<file path="src/hw/rtl/sact_pkg.sv">
package sact_pkg;

    // Default sizes of the tag store.
    localparam int NUM_SETS_DEF  = 64;
    localparam int NUM_WAYS_DEF  = 8;
    localparam int ADDR_BITS_DEF = 32;

    // Fixed field widths.
    localparam int TAG_W      = 32;
    localparam int WAY_OUT_W  = 3;
    localparam int POLICY_W   = 2;
    localparam int WAYS_LOG_W = 2;
    localparam int SETS_LOG_W = 3;
    localparam int OFFSET_W   = 4;
    localparam int CFG_IDX_W  = 2;
    localparam int CFG_DATA_W = 4;
    localparam int OFFSET_MAX = 12;
    localparam int LFSR_W     = 16;

    // Configuration register indexes.
    localparam logic [CFG_IDX_W-1:0] CFG_POLICY    = 2'd0;
    localparam logic [CFG_IDX_W-1:0] CFG_WAYS_LOG2 = 2'd1;
    localparam logic [CFG_IDX_W-1:0] CFG_SETS_LOG2 = 2'd2;
    localparam logic [CFG_IDX_W-1:0] CFG_OFFSET    = 2'd3;

    // Replacement policy codes; the unused code behaves as true LRU.
    localparam logic [POLICY_W-1:0] POL_RANDOM = 2'd0;
    localparam logic [POLICY_W-1:0] POL_LRU    = 2'd1;
    localparam logic [POLICY_W-1:0] POL_PLRU   = 2'd2;

    // Reset values.
    localparam logic [POLICY_W-1:0]   POLICY_RST    = POL_LRU;
    localparam logic [WAYS_LOG_W-1:0] WAYS_LOG_RST  = 2'd2;
    localparam logic [SETS_LOG_W-1:0] SETS_LOG_RST  = 3'd6;
    localparam logic [OFFSET_W-1:0]   OFFSET_RST    = 4'd6;
    localparam logic [LFSR_W-1:0]     LFSR_SEED     = 16'hACE1;
    localparam logic [LFSR_W-1:0]     LFSR_TAPS     = 16'hB400;

    // Back end sequencer states.
    typedef enum logic [1:0] {
        ST_IDLE = 2'b01,
        ST_EXEC = 2'b10
    } back_state_t;

endpackage

</file>
<file path="src/hw/rtl/sact_front.sv">
module sact_front #(
    parameter int NUM_SETS  = sact_pkg::NUM_SETS_DEF,
    parameter int ADDR_BITS = sact_pkg::ADDR_BITS_DEF
) (
    input  logic                              clk,
    input  logic                              rst_n,
    input  logic [sact_pkg::SETS_LOG_W-1:0]   sets_eff,
    input  logic [sact_pkg::OFFSET_W-1:0]     offset_eff,
    input  logic                              in_valid,
    output logic                              in_ready,
    input  logic [ADDR_BITS-1:0]              address,
    input  logic                              operation,
    output logic                              q_valid,
    input  logic                              q_ready,
    output logic [(NUM_SETS > 1 ? $clog2(NUM_SETS) : 1)-1:0] q_set,
    output logic [sact_pkg::TAG_W-1:0]        q_tag,
    output logic                              q_wr
);
    import sact_pkg::*;

    localparam int SET_W = NUM_SETS > 1 ? $clog2(NUM_SETS) : 1;

    logic [ADDR_BITS-1:0] addr_off;
    logic [ADDR_BITS-1:0] addr_tag;
    logic [SET_W-1:0]     set_mask;
    logic [SET_W-1:0]     set_idx;
    logic [TAG_W-1:0]     tag_val;

    logic [SET_W-1:0] set_q_reg [2];
    logic [TAG_W-1:0] tag_q_reg [2];
    logic             wr_q_reg  [2];
    logic             wptr_reg, wptr_next;
    logic             rptr_reg, rptr_next;
    logic [1:0]       cnt_reg, cnt_next;
    logic             push, pop;

    // Split the address into set index and tag with the current layout.
    always_comb
    begin
        addr_off = address >> offset_eff;
        addr_tag = address >> (5'(offset_eff) + 5'(sets_eff));
        for (int i = 0; i < SET_W; i++)
        begin
            set_mask[i] = (i < int'(sets_eff));
        end
        set_idx = SET_W'(addr_off) & set_mask;
        tag_val = TAG_W'(addr_tag);
    end

    // Two-entry queue toward the back end.
    assign in_ready = (cnt_reg != 2'd2);
    assign push     = in_valid && in_ready;
    assign q_valid  = (cnt_reg != 2'd0);
    assign pop      = q_valid && q_ready;
    assign q_set    = set_q_reg[rptr_reg];
    assign q_tag    = tag_q_reg[rptr_reg];
    assign q_wr     = wr_q_reg[rptr_reg];

    always_comb
    begin
        wptr_next = push ? ~wptr_reg : wptr_reg;
        rptr_next = pop ? ~rptr_reg : rptr_reg;
        cnt_next  = cnt_reg + 2'(push) - 2'(pop);
    end

    always_ff @(posedge clk or negedge rst_n)
    begin
        if (!rst_n)
        begin
            wptr_reg <= 1'b0;
            rptr_reg <= 1'b0;
            cnt_reg  <= 2'd0;
        end
        else
        begin
            wptr_reg <= wptr_next;
            rptr_reg <= rptr_next;
            cnt_reg  <= cnt_next;
        end
    end

    always_ff @(posedge clk)
    begin
        if (push)
        begin
            set_q_reg[wptr_reg] <= set_idx;
            tag_q_reg[wptr_reg] <= tag_val;
            wr_q_reg[wptr_reg]  <= operation;
        end
    end

endmodule

</file>
<file path="config.mk">
export PLATFORM = sky130hd
export DESIGN_NAME = sact_front
export DESIGN_NICKNAME = d
export VERILOG_FILES = /design/src/hw/rtl/sact_pkg.sv /design/src/hw/rtl/sact_front.sv
export SDC_FILE = /design/constraint.sdc
export NUM_CORES = 1
export LEC_CHECK = 0
export BUFFER_PORTS_ARGS = -buffer_cell sky130_fd_sc_hd__buf_2
export CORE_AREA = 10 10 112 114
export CTS_CLUSTER_SIZE = 10
export DETAILED_ROUTE_END_ITERATION = 12
export DIE_AREA = 0 0 122 124
export GPL_TIMING_DRIVEN = 0
export HOLD_SLACK_MARGIN = 0.1
export PLACE_DENSITY = 0.87
export SLEW_MARGIN = 20
export SYNTH_ARGS = -nofsm -noshare
export SYNTH_HDL_FRONTEND = slang
export SYNTH_SLANG_ARGS = --single-unit
</file>
<file path="constraint.sdc">
create_clock -name clk -period 3.6 [get_ports clk]
set_input_delay 0.18 -clock clk [delete_from_list [all_inputs] [get_ports clk]]
set_output_delay 0.18 -clock clk [all_outputs]
set_load 0.02 [all_outputs]
</file>
# Word level (Yosys, flattened, before mapping)
# Memories as Yosys holds them, arrays and structs flattened.
# Cells that the tools add are included.
# op_classes
n_reduce_logical,3
n_eq_ne,1
addsub,3
n_bitwise,3
mux,2
n_mul,0
n_lt_le_gt_ge,6
shifts,2
div_mod_pow,0
# ops
op,n
>> shifter 32 x 4 -> 6 bit,1
>> shifter 32 x 5 -> 32 bit,1
bitwise AND 6 bit,1
less-than comparator 1 x 3 -> 1 bit (first input constant),2
less-than comparator 2 x 3 -> 1 bit (first input constant),2
less-than comparator 3 bit (first input constant),2
adder 4 x 3 -> 5 bit,1
adder 2 x 1 -> 2 bit,1
logical AND 1 bit,2
two-way mux 1 bit,2
!= test 2 bit (second input constant),1
NOT 1 bit,2
nonzero test 2 bit,1
subtractor 2 x 1 -> 2 bit,1
# word_totals
output_inout_bits,41
regBits,4
latchBits,0
rom_bits,0
inputBits,44
wordCells,26
n_memories,3
ram_bits,78
# memory_table
memory,depth,word_bits,read_ports,rd_clocked_by_memory_dff,wr,line_no,source
tag_q_reg,2,32,1,0,1,sact_front.sv:30,logic [TAG_W-1:0] tag_q_reg [2];
set_q_reg,2,6,1,0,1,sact_front.sv:29,logic [SET_W-1:0] set_q_reg [2];
wr_q_reg,2,1,1,0,1,sact_front.sv:31,logic wr_q_reg [2];

# Logic depth before layout (Yosys ltp)
# depth
word_depth,4
ltp_mapped,9
ltp_nobuf,7

# Worst setup path after synthesis
# OpenSTA, ideal clock, no wires.
# synth_path
path_type,register to register
startpoint,reg cnt_reg[1]
endpoint,"mem set_q_reg[0][0] in the netlist's numbering, enable pin"
stages_incl_launch_ff,4
path_buffers,0
synth_period_minus_slack_ps,2838
required_time_ps,3165
setup_time_ps,435
t_arrival_ps,2403
setup_slack_ps,762
path_cell_list,dfrtp_1 -> nand2b_1 -> nand2_1 -> nor2_1
# synth_between
elab_chain_cells,4
# synth_lines
element,line_no,source
from (decl),sact_front.sv:34,"logic [1:0] cnt_reg, cnt_next;"
from (signal assigned),sact_front.sv:78,cnt_reg <= cnt_next;
!= test 2 bit,sact_front.sv:51,assign in_ready = (cnt_reg != 2'd2);
named net in_ready,sact_front.sv:10,"output logic in_ready,"
logical AND 1 bit,sact_front.sv:52,assign push = in_valid && in_ready;
two-way mux 1 bit,sact_front.sv:84,if (push)
two-way mux 1 bit (implied by the code),sact_front.sv:86,set_q_reg[wptr_reg] <= set_idx;
to (decl),sact_front.sv:29,
# The timed path passes the listed nets, and every way through them passes these cells.

# Worst setup path after layout
# layout_path
startpoint,in sets_eff[0] in the netlist's numbering
endpoint,mem tag_q_reg[1][17] (data pin)
# layout_between
elab_chain_cells,2
# layout_lines
element,line_no,source
from (decl),sact_front.sv:7,"input logic [sact_pkg::SETS_LOG_W-1:0] sets_eff,"
adder 4 x 3 -> 5 bit,sact_front.sv:41,addr_tag = address >> (5'(offset_eff) + 5'(sets_eff));
>> shifter 32 x 5 -> 32 bit,sact_front.sv:41,
named net addr_tag[17],sact_front.sv:24,logic [ADDR_BITS-1:0] addr_tag;
to (decl),sact_front.sv:30,
# The timed path passes the listed nets, and every way through them passes these cells.

==> summary.md <==
| Metric | Value |
|---|---|
| CP Class | `primary input to flop` |
| Total track usage | `19.4%` |
| Final worst path period share | `74.7%` |
| Antenna diodes | `0` |
| Crit start category | `primary input` |
| Initial Util | `54.7%` |
| Fmax | `0.372 GHz` |
| Crit path arrival time | `2820 ps` |
| Max Cap Viol | `0` |
| Post-CTS setup buffers | `0` |
| Worst Max-Slew Pin Slew | `843 ps` |
| Post-synth top area cell | `edfxtp_1` |
| Worst Hold Class | `primary input to async pin` |
| Fin nets | `583` |
| Most frequent cells in the layout | `buf_2 (102), edfxtp_1 (78), mux2_2 (47), nand2_1 (46), mux2i_1 (38)` |
| Power Density | `640 nW/um2` |
| Dpl hpwl | `11500 um` |
| WL/cell | `21.7 um` |
| Top cell type's share of synthesized area | `41.9%` |
| GPL Wtd Cong | `1.00` |
| Remaining DRCs | `0` |
| Leak | `0.00256 uW` |
| Worst slew margin | `43.2%` |
| FF+latch count, synth | `82` |
| Slack of the worst reg-to-reg path | `1810 ps` |
| Final global-route overflow total | `0` |
| Number of flops mapped to enable cells by yosys | `78` |
| # rows | `37` |
| Setup TNS | `0 ps` |
| Final hold violation count | `0` |
| DRT iter0 DRCs | `325` |
| Syn Inst Count | `434` |
| DRT antenna net count | `0` |
| Synth Warn # | `0` |
| Vias per cell | `6.29` |
| CTS Sinks | `82` |
| Mean Syn Cell Area | `12.9 um2` |
| CP max FO | `10` |
| CTS root buf | `clkbuf_8` |
| Outcome | `completed` |
| Worst-path clk slew | `70 ps` |
| CP Data Required Time | `3730 ps` |
| Area Overhead vs Synth | `16.2%` |
| Clock Skew | `9.07 ps` |
| Max clock buf depth | `2` |
| Most common cell after layout, fill and taps aside | `buf_2` |
| Antenna violations before repair | `0` |
| Crit end category | `flop` |
| Die ar. | `15100 um2` |
| Sequential share of the synthesized area | `43.7%` |
| Share of cells above drive strength 1 | `40.5%` |
| IO buf count | `84` |
| # IOs | `85` |
| Slew Limit Fails | `0` |
| Worst slack, placed | `610 ps` |
| Reg2reg path depth | `4` |
| Synth unique cells | `52` |
| FFs w/ async S/R, synth | `4.88%` |
| Largest register FFs | `64` |
| TritonRoute pass-1 iters | `5` |
| Die width | `122 um` |
| Post-synthesis net count | `484` |
| First-pass GRT wire length | `23000 um` |
| Vias | `4241` |
| Clock buffer count from CTS | `9` |
| Synth top area cells | `edfxtp_1 (42%), mux4_2 (12%), mux2_2 (9.5%), mux2i_1 (6.8%), nand2_1 (3.1%)` |
| Unrepaired setup endpoints after global routing | `no` |
| Endpoints failing setup | `0` |
| Final worst slack | `909 ps` |
| WL final | `14600 um` |
| Clk_lat worst skew | `350 ps` |
| Synth Cell Area | `5590 um2` |
| Top FF cell, synth | `edfxtp_1` |
| VDD IR max | `392 uV` |
| Die Height | `124 um` |
| Area of the core | `10200 um2` |
| Max H-tree Level | `3` |
| Via count of the first global-routing pass | `4258` |
| CTS tree | `built` |
| Largest net degree at the start of global routing | `31` |
| Pwr Total | `4160 uW` |
| Tmin final | `2690 ps` |
[worst paths after layout]
kind	from	end
setup / recovery	sets_eff[0]	tag_q_reg[1][17]
hold / removal	rst_n	cnt_reg[1]
setup reg to reg	cnt_reg[0]	wr_q_reg[0]
hold reg to reg	cnt_reg[1]	cnt_reg[1]
max in group asynchronous	rst_n	rptr_reg
min in group clk	q_ready	rptr_reg
[synth_stat cells (all sizes together), types with 2 or more instances]
cell	instances
o22ai	4
mux2	50
o211ai	6
xnor2	4
a31oi	4
nand2	46
nor3	4
mux4	35
dfrtp	4
buf	29
nand4	4
xor2	2
mux2i	39
a221oi	5
nor2	22
a211oi	12
and2	4
a21oi	11
a22oi	4
o21ai	15
edfxtp	78
nand3	9
inv	3
clkbuf	7
ha	5
a21o	5
a311oi	6
and3	4
o211a	5
[logic make-up after synthesis]
family | share of synthesized area (%)
flip-flops | 43.7
adder cells (fa/ha/maj) | 1.48
AO/OA/AOI/OAI | 9.87
AND/OR/NAND/NOR | 8.26
XOR/XNOR | 0.940
multiplexers | 31.8
buffers and inverters | 3.94
[stage by stage]
step	std cells	cell area, um2	utilization [%]	hold slack (ps)
floorplan	434	5590	-	-116
global route	674	6500	63.5	164
global placement	654	6180	60.4	-12.9
CTS	674	6500	63.5	146
finish	674	6500	63.5	161
detailed placement	656	6240	61.0	-5.21
[what timing repair did]
action / 4_1_cts / 5_1_grt
endpoints found under the hold margin: 6 / 0
hold buffers: 2 / 0
gates resized for setup: 0 / 0
[critical path: stages]
cell and delay (ps):
buf_2 130, ha_1 240, fa_1 590, buf_4 220, mux2i_1 90, o21ai_0 660, mux2_2 330, nor2_1 60
a211oi_1 320
[per-layer routing]
layer,global-route usage (%),vias to the layer above,wire (um)
li1,-,1927,-
met1,25.1,2073,6120
met2,31.0,213,7010
met3,4.84,28,1180
met4,7.00,0,320
met5,0,-,0
[final cells by class]
| type | instances | area [um2] |
|---|---|---|
| buffer | 36 | 209 |
| multi-input combinational | 313 | 2940 |
| tap | 136 | 170 |
| sequential | 82 | 2440 |
| timing repair buffer | 88 | 488 |
| inverter | 3 | 11.3 |
| clock buffer | 13 | 149 |
| fill | 780 | 3730 |
| clock inverter | 3 | 90.1 |
[report_power, final]
| part | internal [uW] | leakage [uW] | switching (uW) |
|---|---|---|---|
| sequential | 1380 | 0.000783 | 68.7 |
| combinational | 778 | 0.00166 | 1150 |
| clock | 481 | 0.000118 | 297 |
Note: power is estimated with default switching activity, not from simulation.
